[config.mk]
export PLATFORM = sky130hd
export DESIGN_NAME = mtp_front
export DESIGN_NICKNAME = d
export VERILOG_FILES = /design/src/design/mtp_pkg.sv /design/src/design/mtp_front.sv
export SDC_FILE = /design/constraint.sdc
export NUM_CORES = 1
export LEC_CHECK = 0
export ABC_AREA = 0
export BUFFER_PORTS_ARGS = -buffer_cell sky130_fd_sc_hd__buf_2
export CORE_MARGIN = 8
export CORE_UTILIZATION = 45
export DETAILED_ROUTE_END_ITERATION = 10
export PLACE_DENSITY = 0.78
export SLEW_MARGIN = 30
export SYNTH_ARGS = -nofsm -noshare
export SYNTH_HDL_FRONTEND = slang
export SYNTH_SLANG_ARGS = --single-unit
[constraint.sdc]
create_clock -name clk_i -period 3 [get_ports clk_i]
set_input_delay 0.6 -clock clk_i [delete_from_list [all_inputs] [get_ports clk_i]]
set_output_delay 0.6 -clock clk_i [all_outputs]
set_load 0.01 [all_outputs]
[src/design/mtp_pkg.sv]
package mtp_pkg;

  // Widths fixed by the event and result formats.
  localparam int unsigned KindW   = 5;
  localparam int unsigned CodeW   = 10;
  localparam int unsigned ValueW  = 32;
  localparam int unsigned CountW  = 5;
  localparam int unsigned NumFields = 9;

  // Event types.
  localparam logic [KindW-1:0] EV_SYN = 5'd0;
  localparam logic [KindW-1:0] EV_ABS = 5'd3;

  // Sync codes.
  localparam logic [CodeW-1:0] SYNC_FRAME_END   = 10'h000;
  localparam logic [CodeW-1:0] SYNC_CONTACT_END = 10'h002;

  // Absolute axis codes.
  localparam logic [CodeW-1:0] ABS_TOUCH_MAJOR = 10'h030;
  localparam logic [CodeW-1:0] ABS_TOUCH_MINOR = 10'h031;
  localparam logic [CodeW-1:0] ABS_WIDTH_MAJOR = 10'h032;
  localparam logic [CodeW-1:0] ABS_WIDTH_MINOR = 10'h033;
  localparam logic [CodeW-1:0] ABS_ORIENTATION = 10'h034;
  localparam logic [CodeW-1:0] ABS_POSITION_X  = 10'h035;
  localparam logic [CodeW-1:0] ABS_POSITION_Y  = 10'h036;
  localparam logic [CodeW-1:0] ABS_TRACKING_ID = 10'h039;
  localparam logic [CodeW-1:0] ABS_PRESSURE    = 10'h03a;

  // Position of each contact field inside a slot row.
  typedef enum logic [3:0] {
    FLD_POSITION_X,
    FLD_POSITION_Y,
    FLD_TOUCH_MAJOR,
    FLD_TOUCH_MINOR,
    FLD_WIDTH_MAJOR,
    FLD_WIDTH_MINOR,
    FLD_ORIENTATION,
    FLD_PRESSURE,
    FLD_TRACKING_ID
  } field_e;

  // Commands passed from the front end to the back end.
  typedef enum logic {
    OP_WRITE,
    OP_FLUSH
  } op_e;

  typedef struct packed {
    op_e                op;
    field_e             field;
    logic [ValueW-1:0]  value;
  } cmd_t;

  // One contact slot: all fields side by side.
  typedef logic [NumFields-1:0][ValueW-1:0] row_t;

  // Back end sequencer.
  typedef enum logic [1:0] {
    BK_CLEAR,
    BK_IDLE,
    BK_EMIT
  } bk_state_e;

endpackage

[src/design/mtp_front.sv]
module mtp_front #(
  parameter int unsigned MaxContacts = 16,
  parameter int unsigned CntW        = 5
) (
  input  logic                         clk_i,
  input  logic                         rst_ni,
  input  logic                         in_valid_i,
  output logic                         in_stall_o,
  input  logic [mtp_pkg::KindW-1:0]    kind_i,
  input  logic [mtp_pkg::CodeW-1:0]    event_code_i,
  input  logic signed [mtp_pkg::ValueW-1:0] event_value_i,
  input  logic                         clearing_i,
  input  logic                         queue_full_i,
  output logic                         push_o,
  output mtp_pkg::cmd_t                push_cmd_o,
  output logic [CntW-1:0]              push_arg_o
);

  import mtp_pkg::*;

  localparam int unsigned SlotW = (MaxContacts > 1) ? $clog2(MaxContacts) : 1;

  logic [CntW-1:0]        open_q, open_d;
  logic                   abs_seen_q, abs_seen_d;
  logic [MaxContacts-1:0] tm_pos_q, tm_pos_d;

  logic             accept;
  logic             is_abs, is_syn;
  logic             slot_open;
  logic             known;
  field_e           field;
  logic [SlotW-1:0] slot;

  assign in_stall_o = clearing_i || queue_full_i;
  assign accept     = in_valid_i && !in_stall_o;
  assign is_abs     = (kind_i == EV_ABS);
  assign is_syn     = (kind_i == EV_SYN);
  assign slot_open  = (open_q < CntW'(MaxContacts));
  assign slot       = open_q[SlotW-1:0];

  // Map an axis code onto a slot field.
  always_comb begin
    known = 1'b1;
    field = FLD_TOUCH_MAJOR;
    case (event_code_i)
      ABS_TOUCH_MAJOR: field = FLD_TOUCH_MAJOR;
      ABS_TOUCH_MINOR: field = FLD_TOUCH_MINOR;
      ABS_WIDTH_MAJOR: field = FLD_WIDTH_MAJOR;
      ABS_WIDTH_MINOR: field = FLD_WIDTH_MINOR;
      ABS_ORIENTATION: field = FLD_ORIENTATION;
      ABS_POSITION_X:  field = FLD_POSITION_X;
      ABS_POSITION_Y:  field = FLD_POSITION_Y;
      ABS_TRACKING_ID: field = FLD_TRACKING_ID;
      ABS_PRESSURE:    field = FLD_PRESSURE;
      default:         known = 1'b0;
    endcase
  end

  // Commands for the back end: slot writes and frame ends.
  always_comb begin
    push_o = accept && ((is_abs && slot_open && known) ||
                        (is_syn && event_code_i == SYNC_FRAME_END));
    push_cmd_o.op    = is_abs ? OP_WRITE : OP_FLUSH;
    push_cmd_o.field = field;
    push_cmd_o.value = event_value_i;
    push_arg_o       = open_q;
  end

  // Frame state: open slot, axis-seen flag and a positive-touch-major mirror.
  always_comb begin
    open_d     = open_q;
    abs_seen_d = abs_seen_q;
    tm_pos_d   = tm_pos_q;
    if (accept && is_abs && slot_open) begin
      abs_seen_d = 1'b1;
      if (known && field == FLD_TOUCH_MAJOR) begin
        tm_pos_d[slot] = (event_value_i != '0) && !event_value_i[ValueW-1];
      end
    end
    if (accept && is_syn && event_code_i == SYNC_CONTACT_END) begin
      if (slot_open && abs_seen_q && tm_pos_q[slot]) begin
        open_d = CntW'(open_q + 1'b1);
      end
    end
    if (accept && is_syn && event_code_i == SYNC_FRAME_END) begin
      open_d     = '0;
      abs_seen_d = 1'b0;
    end
  end

  always_ff @(posedge clk_i or negedge rst_ni) begin
    if (!rst_ni) begin
      open_q     <= '0;
      abs_seen_q <= 1'b0;
      tm_pos_q   <= '0;
    end else begin
      open_q     <= open_d;
      abs_seen_q <= abs_seen_d;
      tm_pos_q   <= tm_pos_d;
    end
  end

endmodule

==> metrics.md <==
| Metric | Value |
|---|---|
| Multi-input gate area in the final layout | 949.7 µm² |
| Post-synth EDFFs | 0 |
| Fmax achieved | 390.5 MHz |
| Initial antenna violation count | 0 |
| Sequential area share after synthesis | 30.70% |
| Clock buffer count from CTS | 3 |
| Period minus WS final | 2561 ps |
| Final std cell area, no fill | 2113 µm² |
| Residual DRC | 0 |
| Ratio of final minimum period to clock period | 85.37% |
| Main synth FF type | sky130_fd_sc_hd__dfrtp_1 |
| Half-perimeter wire length after placement | 3705 µm |
| Maximum net fanout on the critical path | 9 |
| Die height | 79.12 µm |
| Num rows | 23 |
| Post-CTS clock slew at the launch and capture registers of the worst setup and hold paths | 80 ps |
| Syn nets | 252 |
| Library cell occupying the most area in the post-synthesis netlist | sky130_fd_sc_hd__dfrtp_1 |
| Final setup skew | 3.163 ps |
| Count of vias placed by the detailed router | 1634 |
| Number of inserted diodes | 0 |
| Routed wire per std cell | 14.83 µm |
| Kind of critical path | in2out |
| Critical Path Start Type | primary input |
| Insertion delay to the later sink of the worst-skew pair | 260 ps |
| Ys async rst share | 100.0% |
| Worst setup slack after placement | 426.2 ps |
| Final global-route overflow total | 0 |
| Worst ir drop on vdd | 0.1995 mV |
| CTS tree | built |
| Area growth syn-to-layout | 17.86% |
| Normalized max-slew margin | 44.09% |
| Setup repair after global routing missed its margin | no |
| Final hold violation count | 0 |
| Number of I/O pins | 96 |
| Resize count post-CTS | 0 |
| Most repeated cell in the gate-level netlist after synthesis | sky130_fd_sc_hd__buf_4 |
| Outcome | finished, final reports clean |
| Count of H-tree levels built during CTS | 1 |
| Area share of the largest cell type after synthesis | 30.70% |
| Via count of the first global-routing pass | 1669 |
| Synth Instances | 196 |
| Num Clock Sinks | 22 |
| Routed via count divided by cell count | 5.322 |
| Unique cell type count in the Yosys netlist | 39 |
| Placed standard-cell area | 2072 µm² |
| Synthesized area per cell | 9.148 µm² |
| Arrival time worst endpoint | 1960 ps |
| Leading post-synthesis cells by cell area | sky130_fd_sc_hd__dfrtp_1 31%, sky130_fd_sc_hd__buf_4 13%, sky130_fd_sc_hd__mux2_2 10%, sky130_fd_sc_hd__nor2_1 5.0%, sky130_fd_sc_hd__mux4_1 4.4% |
| Routed Wire Length | 4554 µm |
| Fill cell count | 363 |
| Pin count of the biggest net entering global routing | 23 |
| Final Net Count | 315 |
| Width of the die | 79.12 µm |
| Placeable core region | 3914 µm² |
| Maximum buffer depth of the clock tree | 2 |
| Worst slew pin tran | 835.5 ps |
| Number of flip-flops and latches in the synthesized netlist | 22 |
| First-pass GRT wire length | 7376 µm |
| Worst min-delay path category | in2async |
| Total Power Consumption | 0.5907 mW |
| Violation count after the first detailed-routing iteration | 61 |
| Final Slew Violations | 0 |
| Residual antenna-violating net count after detailed routing | 0 |
| Post-cts hold buffer count | 0 |
| FF/Latch Area | 550.5 µm² |
| Weighted congestion at the end of routability-driven global placement | 0.8143 |
| Count of buffers from port buffering | 95 |
| Number of iterations in the first detailed-routing pass | 4 |
| Full die area | 6260 µm² |
| Combined area of all synthesized cells | 1793 µm² |
| Effective utilization at floorplan | 45.81% |
| Cell count of the worst reg-to-reg path | 5 |
| Most frequent cells after synthesis | 32 x sky130_fd_sc_hd__buf_4, 24 x sky130_fd_sc_hd__nor2_1, 22 x sky130_fd_sc_hd__dfrtp_1 |
| Setup TNS Final | 0 ps |
| Max cap viols | 0 |
| Total global routing track utilization | 14.06% |
| Share of cells above drive strength 1 | 46.69% |
| Number of non-filler instances in the completed layout | 307 |
| Yosys synthesis warning count | 0 |
| DP Cell Count | 304 |
| Worst path required time | 2400 ps |
| Post-CTS setup buffer count | 0 |
| Ratio of total power to cell area | 279.5 nW/µm² |
| PnR worst setup slack | 438.9 ps |
| Root Buffer Master | sky130_fd_sc_hd__clkbuf_8 |
| Total of endpoints with negative setup slack in the final report | 0 |
| Critical Path End Type | output port |
| Static power due to leakage | 1.023 nW |
state kept, by name (all words and copies together), names as in the netlist:
name / flops
abs_seen_q: 1
push_arg_o: 5
tm_pos_q: 16
worst max-delay path: stages:
cell	delay (ps)
sky130_fd_sc_hd__buf_2	90
sky130_fd_sc_hd__nor4_1	390
sky130_fd_sc_hd__nand3_1	330
sky130_fd_sc_hd__nor4b_1	360
sky130_fd_sc_hd__buf_2	180
path summary, 6_finish.rpt:
path / startpoint / to / slack [ps]
setup reg to reg: push_arg_o[0] / push_arg_o[1] / 570
max in group asynchronous: rst_ni / tm_pos_q[9] / 2360
min in group clk_i: tm_pos_q[1] / tm_pos_q[1] / 500
hold / removal: rst_ni / tm_pos_q[3] / 300
setup / recovery: event_code_i[7] / push_cmd_o[35] / 440
hold reg to reg: tm_pos_q[1] / tm_pos_q[1] / 500
metrics by stage:
| step | hold WS [ps] | util, % |
|---|---|---|
| after detailed placement | 487.3 | 52.94 |
| after floorplan | 304.4 | - |
| after global placement | 481.4 | 52.94 |
| after global routing | 324.6 | 54.00 |
| final | 296.7 | 54.00 |
| after CTS | 305.7 | 54.00 |
cell type report:
type                    count  share of cell area [%]
multi-input cells         130                   44.94
flip-flops and latches     22                   26.05
repair buffers             97                   23.21
well taps                  50                   2.960
clock buffers               3                   1.954
inverters                   5                  0.8881
cells by family (layout without fill, tap and decap cells):
family          count (synthesis)  count (layout)  share of synthesized area, %
buf+inv                        44             105                         16.33
compound gates                 25              25                         10.05
fa+ha+maj                       4               4                         2.791
flops                          22              22                         30.70
xor+xnor                        1               1                        0.4886
simple gates                   78              78                         23.52
mux                            22              22                         16.12
routing by layer:
| layer | GRT usage [%] | vias up | wire length [µm] |
|---|---|---|---|
| met3 | 3.499 | 5 | 342 |
| met5 | 0 | - | 0 |
| met1 | 15.99 | 755 | 1894 |
| li1 | - | 816 | - |
| met2 | 25.06 | 58 | 2283 |
| met4 | 4.444 | 0 | 34 |
report_power, final:
group / leakage [nW] / internal [mW] / switching, mW
clock: 0.0216 / 0.0897 / 0.0917
combinational: 0.694 / 0.0504 / 0.0600
sequential: 0.307 / 0.298 / 0.000846
total: 1.02 / 0.438 / 0.153
layout by cell type, fill, tap and decap left out, types with 2 or more instances in the layout:
cell	n
sky130_fd_sc_hd__mux4_1	3
sky130_fd_sc_hd__inv_1	5
sky130_fd_sc_hd__nor3_1	8
sky130_fd_sc_hd__and2_1	2
sky130_fd_sc_hd__o2111ai_1	4
sky130_fd_sc_hd__or4_1	3
sky130_fd_sc_hd__nand3_1	5
sky130_fd_sc_hd__buf_2	95
sky130_fd_sc_hd__nand2_1	7
sky130_fd_sc_hd__nand4_1	3
sky130_fd_sc_hd__mux2i_1	3
sky130_fd_sc_hd__and3_1	3
sky130_fd_sc_hd__o31ai_1	4
sky130_fd_sc_hd__nor2_1	24
sky130_fd_sc_hd__mux2_2	16
sky130_fd_sc_hd__nor3b_1	2
sky130_fd_sc_hd__nand2b_1	3
sky130_fd_sc_hd__and2b_2	2
sky130_fd_sc_hd__nor4b_1	2
sky130_fd_sc_hd__a21oi_1	8
sky130_fd_sc_hd__dfrtp_1	22
sky130_fd_sc_hd__nor4_1	9
sky130_fd_sc_hd__buf_4	2
sky130_fd_sc_hd__a2111oi_0	2
sky130_fd_sc_hd__clkbuf_8	3
sky130_fd_sc_hd__ha_1	4
Power figures use the tool's default switching activity.
