[config.mk]
export PLATFORM = sky130hd
export DESIGN_NAME = mtp_cmd_fifo
export DESIGN_NICKNAME = d
export VERILOG_FILES = /design/src/design/mtp_cmd_fifo.sv
export SDC_FILE = /design/constraint.sdc
export NUM_CORES = 1
export LEC_CHECK = 0
export BUFFER_PORTS_ARGS = -buffer_cell sky130_fd_sc_hd__clkbuf_2
export CAP_MARGIN = 20
export CORE_UTILIZATION = 48
export CTS_CLUSTER_SIZE = 12
export DETAILED_ROUTE_END_ITERATION = 10
export PLACE_DENSITY = 0.8
export REMOVE_ABC_BUFFERS = 1
export SLEW_MARGIN = 25
export SYNTH_ARGS = -nofsm -noshare
export SYNTH_HDL_FRONTEND = slang
export SYNTH_SLANG_ARGS = --single-unit
[constraint.sdc]
create_clock -name clk_i -period 1.9 [get_ports clk_i]
set_input_delay 0.095 -clock clk_i [delete_from_list [all_inputs] [get_ports clk_i]]
set_output_delay 0.095 -clock clk_i [all_outputs]
set_load 0.01 [all_outputs]
[src/design/mtp_cmd_fifo.sv]
module mtp_cmd_fifo #(
  parameter int unsigned Width = 8,
  parameter int unsigned Depth = 2
) (
  input  logic             clk_i,
  input  logic             rst_ni,
  input  logic             push_i,
  input  logic [Width-1:0] push_data_i,
  input  logic             pop_i,
  output logic [Width-1:0] pop_data_o,
  output logic             empty_o,
  output logic             full_o
);

  localparam int unsigned PtrW = (Depth > 1) ? $clog2(Depth) : 1;
  localparam int unsigned FillW = $clog2(Depth + 1);

  logic [Width-1:0] entry_q [Depth];
  logic [PtrW-1:0]  wr_ptr_q, wr_ptr_d;
  logic [PtrW-1:0]  rd_ptr_q, rd_ptr_d;
  logic [FillW-1:0] fill_q, fill_d;
  logic             do_push, do_pop;

  assign empty_o    = (fill_q == '0);
  assign full_o     = (fill_q == FillW'(Depth));
  assign pop_data_o = entry_q[rd_ptr_q];
  assign do_push    = push_i && !full_o;
  assign do_pop     = pop_i && !empty_o;

  // Pointer and fill bookkeeping; pointers wrap at the queue depth.
  always_comb begin
    wr_ptr_d = wr_ptr_q;
    rd_ptr_d = rd_ptr_q;
    fill_d   = fill_q;
    if (do_push) begin
      wr_ptr_d = (wr_ptr_q == PtrW'(Depth - 1)) ? '0 : PtrW'(wr_ptr_q + 1'b1);
    end
    if (do_pop) begin
      rd_ptr_d = (rd_ptr_q == PtrW'(Depth - 1)) ? '0 : PtrW'(rd_ptr_q + 1'b1);
    end
    if (do_push && !do_pop) begin
      fill_d = FillW'(fill_q + 1'b1);
    end else if (do_pop && !do_push) begin
      fill_d = FillW'(fill_q - 1'b1);
    end
  end

  always_ff @(posedge clk_i or negedge rst_ni) begin
    if (!rst_ni) begin
      wr_ptr_q <= '0;
      rd_ptr_q <= '0;
      fill_q   <= '0;
    end else begin
      wr_ptr_q <= wr_ptr_d;
      rd_ptr_q <= rd_ptr_d;
      fill_q   <= fill_d;
    end
  end

  // Queue storage.
  always_ff @(posedge clk_i) begin
    if (do_push) begin
      entry_q[wr_ptr_q] <= push_data_i;
    end
  end

endmodule

==> results by group, run 1 <==
Cells and area
  • FILL cells: 116
  • Antenna diodes: 0
  • Multi-input logic area: 181.4 sq um
  • Layout Nets: 92
  • Storage element area: 580.6 sq um
  • Fraction of layout cells with a size suffix above 1: 0.3590
  • Area grow syn2layout: 32.80%
  • Post-layout util: 0.6827

STA
  • Fin. max-slew vios: 0
  • Rel. slew slack: 0.7322
  • Clock skew: just under 0.001 ns
  • Hold Violations, Final: 0
  • Period minus WS final: 1.503 ns
  • RSZ-0062 raised after global routing: false
  • Fmax: 665.1 MHz
  • Setup TNS: 0 ns
  • Finish-stage setup viols: 0
  • Period utilisation layout: 0.7913
  • Least-Margin Pin Slew: ~0.4 ns

Critical path
  • Slowest-stage cell, CP: dfrtp_1
  • CP max stage delay: 0.60 ns
  • Worst EP arrival: 1.41 ns
  • CP max FO: 9
  • CP Cell Sequence: mux2_2, clkbuf_2
  • Largest delay share family, worst path: flip-flops
  • Kind of critical path: flop to primary output
  • Worst setup EP type: primary output
  • Worst path bufs/invs: 1
  • Crit path launch type: flop
  • CP Data Required Time: 1.80 ns

Logic synthesis
  • Synth warn: 0
  • Cells after Synth: 44
  • Netlist cell types: 14
  • Leading area contributor after synthesis: edfxtp_1
  • Share of the synthesized area in the top cell type: 0.6204
  • Synthesized area: 774.5 sq um
  • Syn Area/Cell: 17.60 sq um
  • Synth Register Bits: 20
  • Area contributors post-synth: edfxtp_1, dfrtp_1, mux2_1
  • Seq/Total Area, Yosys: 0.7496

Die
  • Die W: 42.17 um
  • Starting density of the core: 0.5141
  • IO Count: 22
  • CORE AREA: 0.001506 sq mm
  • Die Ht: 42.17 um
  • DIE AREA: 0.001778 sq mm
  • FP Rows: 14

Routing
  • Antenna-violating nets left: 0
  • DR WL/cell: 12.27 um
  • DRC: 0
  • Drt via density: 4.904
  • DRT Pass-1 Iters: 3
  • Starting DRT DRC Count: 3
  • Via count: 461
  • Final wirelength: 1.153 mm

Clock tree
  • CTS sink cnt: 20
  • PostCTS Resize Cnt: 0
  • CTS root buf: clkbuf_4
  • CTS tree: built
  • Reg clk slew, reported paths: 0.10 ns
  • CTS Buf Count: 3
  • Worst-Skew Late Latency: 0.30 ns
  • Clock buffer depth: 2
  • H-tree depth: 1

Outcome
  • Outcome: finished clean

Run
  • Max Cap Viol: 0

Global route
  • Grt total ovfl: 0
  • Antenna violations before repair: 0
  • First-pass GRT wire length: 2.007 mm
  • Largest net degree at the start of global routing: 12
  • GR Util All Layers: 0.1621
  • Vias in the first global route: 477

Power
  • Peak VDD IR: 0.0006734 V
  • PD cells: 1357 mW/mm^2
  • Leakage: 0.4356 nW

Placed design
  • GPL Wtd Cong: ~0.63
  • # port buffers: 21

Hold path
  • Worst hold path class: input pin to flop
==> report_power, final <==
group / internal, W / total, W / switching [W]
Clock: 0.000117 / 0.000240 / 0.000123
Combinational: 0.000232 / 0.000451 / 0.000219
Sequential: 0.000612 / 0.000705 / 0.0000928
Total: 0.000961 / 0.00140 / 0.000435
==> layer usage <==
| metal | vias up | part of all wire | global-route usage |
|---|---|---|---|
| met5 | - | 0 | 0 |
| met4 | 0 | 0.023 | 0.1125 |
| met3 | 3 | 0.041 | 0.04310 |
| met2 | 15 | 0.50 | 0.2554 |
| met1 | 217 | 0.43 | 0.1917 |
| li1 | 226 | - | - |
==> cell type report <==
class                      count  share of cell area
clock buffer                   4             0.03528
inverter                       2            0.007299
multi-input combinational     21              0.1764
sequential                    20              0.5645
tap                           16             0.01946
timing repair buffer          31              0.1971
==> through the flow <==
stage | instances | instance area [sq um] | setup slack [ns] | power [W] | hold slack, ns
after global routing | 94 | 1028 | 0.2781 | 0.001498 | 0.05127
after global placement | 81 | 902.1 | 0.4965 | 0.001145 | -0.09129
after CTS | 94 | 1028 | 0.3858 | 0.001414 | 0.05829
final | 94 | 1028 | 0.3965 | 0.001396 | 0.06058
after floorplan | 43 | 769.5 | 0.5256 | 0.0009868 | -0.2006
after detailed placement | 81 | 902.1 | 0.4270 | 0.001160 | -0.09098
==> cell usage after synthesis <==
master	count
nor2_1	3
o21ai_1	1
dfrtp_1	4
buf_2	1
mux2_2	1
and3_1	1
xor2_1	2
edfxtp_1	16
xnor2_1	3
nand2b_1	1
mux2_1	7
ha_1	1
nand2_2	1
inv_1	2
==> worst min-delay path, delay by kind of cell <==
family	cells	cell delay [ns]
XOR/XNOR	1	0.06
buffers and inverters	1	0.10
AND/OR/NAND/NOR	1	0.08
==> logic make-up after synthesis <==
group	count (synthesis)	synth area share
buffers and inverters	3	0.01615
muxes	8	0.1163
xor gates and xnor gates	5	0.05655
AOI/OAI and AO/OA	1	0.006456
adders and majority gates	1	0.01615
DFF	20	0.7496
and+or+nand+nor	6	0.03879
==> repair_timing <==
action	4_1_cts	5_1_grt
hold endpoints to repair	20	0
setup buffers	0	0
hold buffers	9	0
==> worst paths after layout <==
kind / start / end / slack, ns / cells after the start
worst min register to register: wr_ptr_q / wr_ptr_q / 0.50 / 1
worst max-delay path: rd_ptr_q / pop_data_o[7] / 0.40 / 2
max in group asynchronous: rst_ni / rd_ptr_q / 1.66 / 2
min in group asynchronous: rst_ni / fill_q[1] / 0.12 / 2
worst max register to register: fill_q[0] / fill_q[1] / 0.42 / 7
worst min-delay path: push_i / wr_ptr_q / 0.06 / 3
==> cell usage in the layout, fill, tap and decap left out <==
cell type,instances
xnor2_1,3
dlygate4sd3_1,9
nand2_2,1
xor2_1,2
o21ai_1,1
mux2_2,1
inv_1,2
clkbuf_8,1
nand2b_1,1
buf_4,1
mux2_1,7
clkbuf_2,21
edfxtp_1,16
ha_1,1
clkbuf_4,3
dfrtp_1,4
nor2_1,3
and3_1,1
==> registers in the layout (all words and copies together), names as in the netlist <==
| register | flops |
|---|---|
| wr_ptr_q | 1 |
| rd_ptr_q | 1 |
| fill_q | 2 |
| entry_q | 16 |
(Power assumes the default switching activity.)
==> run 2: changes to the inputs <==
Settings changed: CORE_UTILIZATION 48 to 44, PLACE_DENSITY 0.8 to 0.77.
Clock period 1.9 ns to 1.24 ns, I/O delays scaled along.
==> run 2 against run 1 <==
Compared with the run above:
- the run now ends with DRC, setup timing left
- utilization rose by 7.3 points
- critical path depth did not move
- global-route usage rose by 0.11 points
- sequential share of layout area fell by 7.5 points
- total power rose by 86%
- worst hold slack improved by 0.039 ns
- clock power rose by 26%
- clock skew rose by 0.0022 ns
- sequential power rose by 56%
- via count rose by 10%
- flip-flop and latch count did not move
- die area rose by 8.6%
==> results by group, run 2 (same netlist as run 1, synthesis figures left out) <==
Outcome
  • Outcome: finished with violations (was finished clean)
  • Failing checks: DRC, setup timing

Die
  • Die Ht: 43.96 um (was 42.17 um)
  • CORE AREA: 0.001577 sq mm (was 0.001506 sq mm)
  • FP Rows: 14 (unchanged)
  • Die W: 43.96 um (was 42.17 um)
  • Starting density of the core: 0.4913 (was 0.5141)
  • IO Count: 22 (unchanged)
  • DIE AREA: 0.001932 sq mm (was 0.001778 sq mm)

Cells and area
  • Most frequent cells in the layout: clkbuf_2, edfxtp_1, dlygate4sd3_1 (unchanged)
  • Fraction of layout cells with a size suffix above 1: 0.5506 (was 0.3590)
  • Most common cell after layout, fill and taps aside: clkbuf_2 (unchanged)
  • Layout Nets: 103 (was 92)
  • Largest Register: entry_q (unchanged)
  • Max reg flops: 16 (unchanged)
  • Final Cell Area: 0.001191 sq mm (was 0.001028 sq mm)
  • Top Registers: entry_q: 16 flops, fill_q: 2 flops (unchanged)
  • Area grow syn2layout: 53.80% (was 32.80%)
  • Antenna diodes: 0 (unchanged)

Power
  • Overall power: 0.002591 W (was 0.001396 W)
  • Leakage: 0.5015 nW (was 0.4356 nW)
  • PD cells: 2175 mW/mm^2 (was 1357 mW/mm^2)
  • Peak VDD IR: 0.001381 V (was 0.0006734 V)

Routing
  • Via count: 507 (was 461)
  • DRT met1 WL: 500 um (was 498 um)
  • Met3 WL: 73 um (was 47 um)
  • Final wirelength: 1.291 mm (was 1.153 mm)
  • Antenna-violating nets left: 0 (unchanged)
  • DRT Pass-1 Iters: 8 (was 3)
  • Drt via density: 4.829 (was 4.904)
  • DRC: 1 (was 0)
  • Metal2 WL: 682 um (was 579 um)
  • DR WL/cell: 12.30 um (was 12.27 um)
  • Top routing layer in use: met4 (unchanged)
  • Starting DRT DRC Count: 5 (was 3)

STA
  • Least-Margin Pin Slew: 0.2139 ns (was 0.4017 ns)
  • RSZ-0062 raised after global routing: true (was false)
  • Setup TNS: -0.7451 ns (was 0 ns)
  • Post-route setup slack: -0.08886 ns (was 0.3965 ns)
  • Fin. max-slew vios: 0 (unchanged)
  • Clock skew: 0.003219 ns (was 0.0009853 ns)
  • Hold Violations, Final: 0 (unchanged)
  • Finish-stage setup viols: 14 (was 0)
  • Fmax: 752.5 MHz
  • Period minus WS final: about 1.3 ns
  • Period utilisation layout: 1.072
  • Rel. slew slack: 0.8574 (was 0.7322)

Critical path
  • CP Data Required Time: 1.18 ns (was 1.80 ns)
  • CP max FO: 9 (unchanged)
  • Worst EP arrival: 1.27 ns (was 1.41 ns)
  • Crit path launch type: flop (unchanged)
  • Worst setup EP type: primary output (unchanged)
  • Kind of critical path: flop to primary output (unchanged)

Clock tree
  • CTS Buf Count: 3 (unchanged)
  • H-tree depth: 1 (unchanged)
  • Worst-Skew Late Latency: 0.29 ns (was 0.30 ns)
  • CTS root buf: clkbuf_4 (unchanged)
  • Clock buffer depth: 2 (unchanged)
  • CTS sink cnt: 20 (unchanged)
  • CTS tree: built (unchanged)
  • Reg clk slew, reported paths: 0.10 ns (about the same)

Placed design
  • GPL Wtd Cong: 0.6922 (was 0.6308)
  • Area after DPL: 939.7 sq um (was 902.1 sq um)
  • # port buffers: 21 (unchanged)
  • Dpl hpwl: 829.8 um

Global route
  • Largest net degree at the start of global routing: 12 (unchanged)
  • Vias in the first global route: 512 (was 477)
  • First-pass GRT wire length: 2.076 mm (was 2.007 mm)
  • GR Util All Layers: 0.1631 (was 0.1621)
  • Antenna violations before repair: 0 (unchanged)
  • Grt total ovfl: 0 (unchanged)

Run
  • Max Cap Viol: 0 (unchanged)

Hold path
  • Worst hold path class: input pin to asynchronous set/reset pin (was input pin to flop)
-- run 2: worst paths after layout --
kind | slack (ns) | end | cells past startpoint | from
max in group asynchronous | 0.99 | rd_ptr_q | 2 | rst_ni
hold / removal | 0.1 | fill_q[0] | 2 | rst_ni
setup / recovery | -0.09 | pop_data_o[7] | 2 | rd_ptr_q
hold reg to reg | 0.57 | wr_ptr_q | 1 | wr_ptr_q
min in group clk_i | 0.17 | fill_q[0] | 4 | pop_i
setup reg to reg | -0.07 | fill_q[1] | 7 | fill_q[0]
-- run 2: stage by stage --
step / worst slack (ns) / cells / util / hold WS (ns)
4_1_cts: -0.09195 / 103 / 0.7286 / 0.08765
5_1_grt: -0.1537 / 105 / 0.7556 / 0.08764
6_report: -0.08886 / 105 / 0.7556 / 0.09913
2_1_floorplan: -0.1344 / 43 / - / -0.2336
3_5_place_dp: -0.1246 / 86 / 0.5960 / -0.1219
3_3_place_gp: -0.05538 / 86 / 0.5960 / -0.1225
-- run 2: area by class of cell --
| type | count | area, sq um |
|---|---|---|
| fill | 105 | 385.4 |
| inverter | 2 | 7.507 |
| sequential | 20 | 583.1 |
| multi-input combinational | 21 | 237.7 |
| timing repair buffer | 42 | 316.6 |
| tap | 16 | 20.02 |
| clock buffer | 4 | 26.28 |
-- run 2: power by group --
group	switching (W)	leakage [nW]	internal [W]
registers	0.000153	0.193	0.000945
logic	0.000488	0.293	0.000702
clock network	0.000178	0.0150	0.000125
total	0.000819	0.501	0.00177
-- run 2: routing by layer --
layer / vias up / GRT usage
li1: 247 / -
met1: 239 / 0.1421
met2: 17 / 0.2985
met3: 4 / 0.05417
met4: 0 / 0.1273
met5: - / 0
-- run 2: worst max-delay path: stages, from the launching register on --
cell and delay [ns]:
dfrtp_2 0.50, mux2_2 0.36, clkbuf_2 0.12
-- run 2: timing repair --
item | 4_1_cts | 5_1_grt
setup buffers | 4 | 2
pin swaps | 8 | 6
gates resized for setup | 16 | 9
hold buffers | 9 | 0
endpoints found under the hold margin | 20 | 0
setup endpoints to repair | 27 | 19
==> run 3: changes to the inputs <==
==> constraint.sdc (replaced) <==
create_clock -name clk_i -period 1.24 [get_ports clk_i]
set_input_delay 0.062 -clock clk_i [delete_from_list [all_inputs] [get_ports clk_i]]
set_output_delay 0.062 -clock clk_i [all_outputs]
set_load 0.005 [all_outputs]
==> run 3 against run 2 <==
Compared with the run above:
- the flow still finishes with violations (DRC, setup timing)
- utilization is 0.24 points lower
- combinational power is essentially flat
- worst hold slack worse by 0.0077 ns
- largest power group unchanged
==> results by group, run 3 (same netlist as run 1, synthesis figures left out) <==
Clock tree
  • Worst-Skew Late Latency: 0.29 ns (about the same)
  • CTS sink cnt: 20 (unchanged)
  • H-tree depth: 1 (unchanged)
  • CTS Buf Count: 3 (unchanged)
  • Reg clk slew, reported paths: 0.10 ns (about the same)
  • Clock buffer depth: 2 (unchanged)
  • CTS root buf: clkbuf_4 (unchanged)
  • CTS tree: built (unchanged)

Cells and area
  • Antenna diodes: 0 (unchanged)
  • Most common cell after layout, fill and taps aside: clkbuf_2 (unchanged)
  • Multi-input logic area: 234.0 sq um (was 237.7 sq um)
  • Largest Register: entry_q (unchanged)
  • FILL cells: 105 (unchanged)
  • Finished Layout Cells: 107 (was 105)
  • Storage element area: 583.1 sq um (unchanged)
  • Max reg flops: 16 (unchanged)
  • Most frequent cells in the layout: clkbuf_2, edfxtp_1, dlygate4sd3_1 (unchanged)
  • Top Registers: entry_q: 16 flops, fill_q: 2 flops (unchanged)
  • Fraction of layout cells with a size suffix above 1: 0.5385 (was 0.5506)
  • Final Cell Area: 0.001187 sq mm (was 0.001191 sq mm)
  • Area grow syn2layout: 53.31% (was 53.80%)
  • Layout Nets: 105 (was 103)

STA
  • Least-Margin Pin Slew: 0.2048 ns (was 0.2139 ns)
  • Fmax: 750.9 MHz (was 752.5 MHz)
  • Period minus WS final: 1.332 ns (was 1.329 ns)
  • Rel. slew slack: 0.8635 (was 0.8574)
  • Post-route setup slack: -0.09175 ns (was -0.08886 ns)
  • Finish-stage setup viols: 10 (was 14)
  • Period utilisation layout: 1.074 (was 1.072)
  • RSZ-0062 raised after global routing: true (unchanged)
  • Hold Violations, Final: 0 (unchanged)
  • Clock skew: 0.003905 ns (was 0.003219 ns)
  • Fin. max-slew vios: 0 (unchanged)

Routing
  • DRT met1 WL: 495 um (was 500 um)
  • Drt via density: 4.776 (was 4.829)
  • Starting DRT DRC Count: 5 (unchanged)
  • Final wirelength: 1.312 mm (was 1.291 mm)
  • Top routing layer in use: met4 (unchanged)
  • Metal2 WL: 708 um (was 682 um)
  • DRT Pass-1 Iters: 6 (was 8)
  • DRC: 2 (was 1)
  • Via count: 511 (was 507)
  • Met3 WL: 72 um (was 73 um)
  • DR WL/cell: 12.26 um (was 12.30 um)
  • Antenna-violating nets left: 0 (unchanged)

Global route
  • Vias in the first global route: 500 (was 512)
  • Grt total ovfl: 0 (unchanged)
  • First-pass GRT wire length: 2.035 mm (was 2.076 mm)
  • GR Util All Layers: 0.1605 (was 0.1631)
  • Antenna violations before repair: 0 (unchanged)
  • Largest net degree at the start of global routing: 12 (unchanged)

Critical path
  • Crit path launch type: flop (unchanged)
  • R2R depth: 7 (unchanged)
  • CP max FO: 5 (was 9)
  • Worst EP arrival: 1.27 ns (about the same)
  • Reg2reg setup slack: -0.08 ns (was -0.07 ns)
  • CP Cell Sequence: buf_4, mux2_1, clkbuf_2 (was mux2_2, clkbuf_2)
  • Worst setup EP type: primary output (unchanged)
  • R2r endpoint: fill_q[1] (unchanged)
  • Kind of critical path: flop to primary output (unchanged)
  • CP Data Required Time: 1.18 ns (about the same)
  • RR Startpoint: fill_q[0] (unchanged)
  • CP max stage delay: 0.41 ns (was 0.50 ns)
  • Slowest-stage cell, CP: dfrtp_2 (unchanged)

Power
  • Leakage: 0.5048 nW (was 0.5015 nW)
  • PD cells: 2111 mW/mm^2 (was 2175 mW/mm^2)
  • Peak VDD IR: 0.001358 V (was 0.001381 V)

Placed design
  • Post-place setup slack: -0.1246 ns (unchanged)
  • GPL Wtd Cong: 0.6922 (unchanged)
  • Dpl hpwl: 829.8 um (unchanged)
  • Dpl cells: 86 (unchanged)
  • Area after DPL: 939.7 sq um (unchanged)
  • # port buffers: 21 (unchanged)

Die
  • Die W: 43.96 um (unchanged)
  • Die Ht: 43.96 um (unchanged)
  • CORE AREA: 0.001577 sq mm (unchanged)
  • FP Rows: 14 (unchanged)
  • Starting density of the core: 0.4913 (unchanged)
  • IO Count: 22 (unchanged)
  • DIE AREA: 0.001932 sq mm (unchanged)

Run
  • Max Cap Viol: 0 (unchanged)

Outcome
  • Failing checks: DRC, setup timing (unchanged)
  • Outcome: finished with violations (unchanged)

Hold path
  • Worst hold path class: input pin to asynchronous set/reset pin (unchanged)
run 3: power by group:
group / internal (W) / switching [W] / total, W
Clock: 0.000125 / 0.000179 / 0.000304
Sequential: 0.000944 / 0.000101 / 0.00105
Combinational: 0.000680 / 0.000478 / 0.00116
Total: 0.00175 / 0.000758 / 0.00251
run 3: worst max-delay path: cells and delay by family (launching register included):
| family | cells | cell delay (ns) |
|---|---|---|
| buffers and inverters | 2 | 0.27 |
| muxes | 1 | 0.31 |
| DFF | 1 | 0.41 |
run 3: timing repair:
item                                    4_1_cts  5_1_grt
hold buffers                                  9        0
cloned                                        0        0
hold endpoints to repair                     20        0
resized for setup                            15        6
endpoints found under the setup margin       26       19
pin swaps                                     8        6
buffers inserted                              4        4
run 3: worst max-delay path by stage:
| stage | startpoint | to | slack [ns] | depth (start not counted) |
|---|---|---|---|---|
| after detailed placement | fill_q[0] | fill_q[1] | -0.12 | 6 |
| after global placement | fill_q[0] | fill_q[1] | -0.06 | 6 |
| final | rd_ptr_q | pop_data_o[6] | -0.09 | 3 |
| after floorplan | fill_q[0] | entry_q[0][0] | -0.13 | 3 |
| after CTS | rd_ptr_q | pop_data_o[7] | -0.08 | 2 |
| after global routing | fill_q[0] | fill_q[1] | -0.15 | 7 |
run 3: layer usage:
metal / vias up / global-route usage
met2: 17 / 0.2896
met1: 239 / 0.1421
li1: 251 / -
met5: - / 0
met4: 0 / 0.1273
met3: 4 / 0.05417
run 3: final cells by class:
class                      count  share of cell area
clock buffer                   4             0.02213
multi-input combinational     21              0.1970
timing repair buffer          44              0.2666
inverter                       2            0.006322
tap                           16             0.01686
sequential                    20              0.4910
run 3: per-stage QoR:
step                total power [W]  setup TNS (ns)    util  hold WS [ns]
floorplan                  0.001452          -1.227       -       -0.2336
global placement           0.001793         -0.4149  0.5960       -0.1225
detailed placement         0.001827         -0.9615  0.5960       -0.1219
CTS                        0.002375         -0.6200  0.7262       0.08765
global route               0.002663          -1.560  0.7532       0.08257
finish                     0.002507         -0.7720  0.7532       0.09148
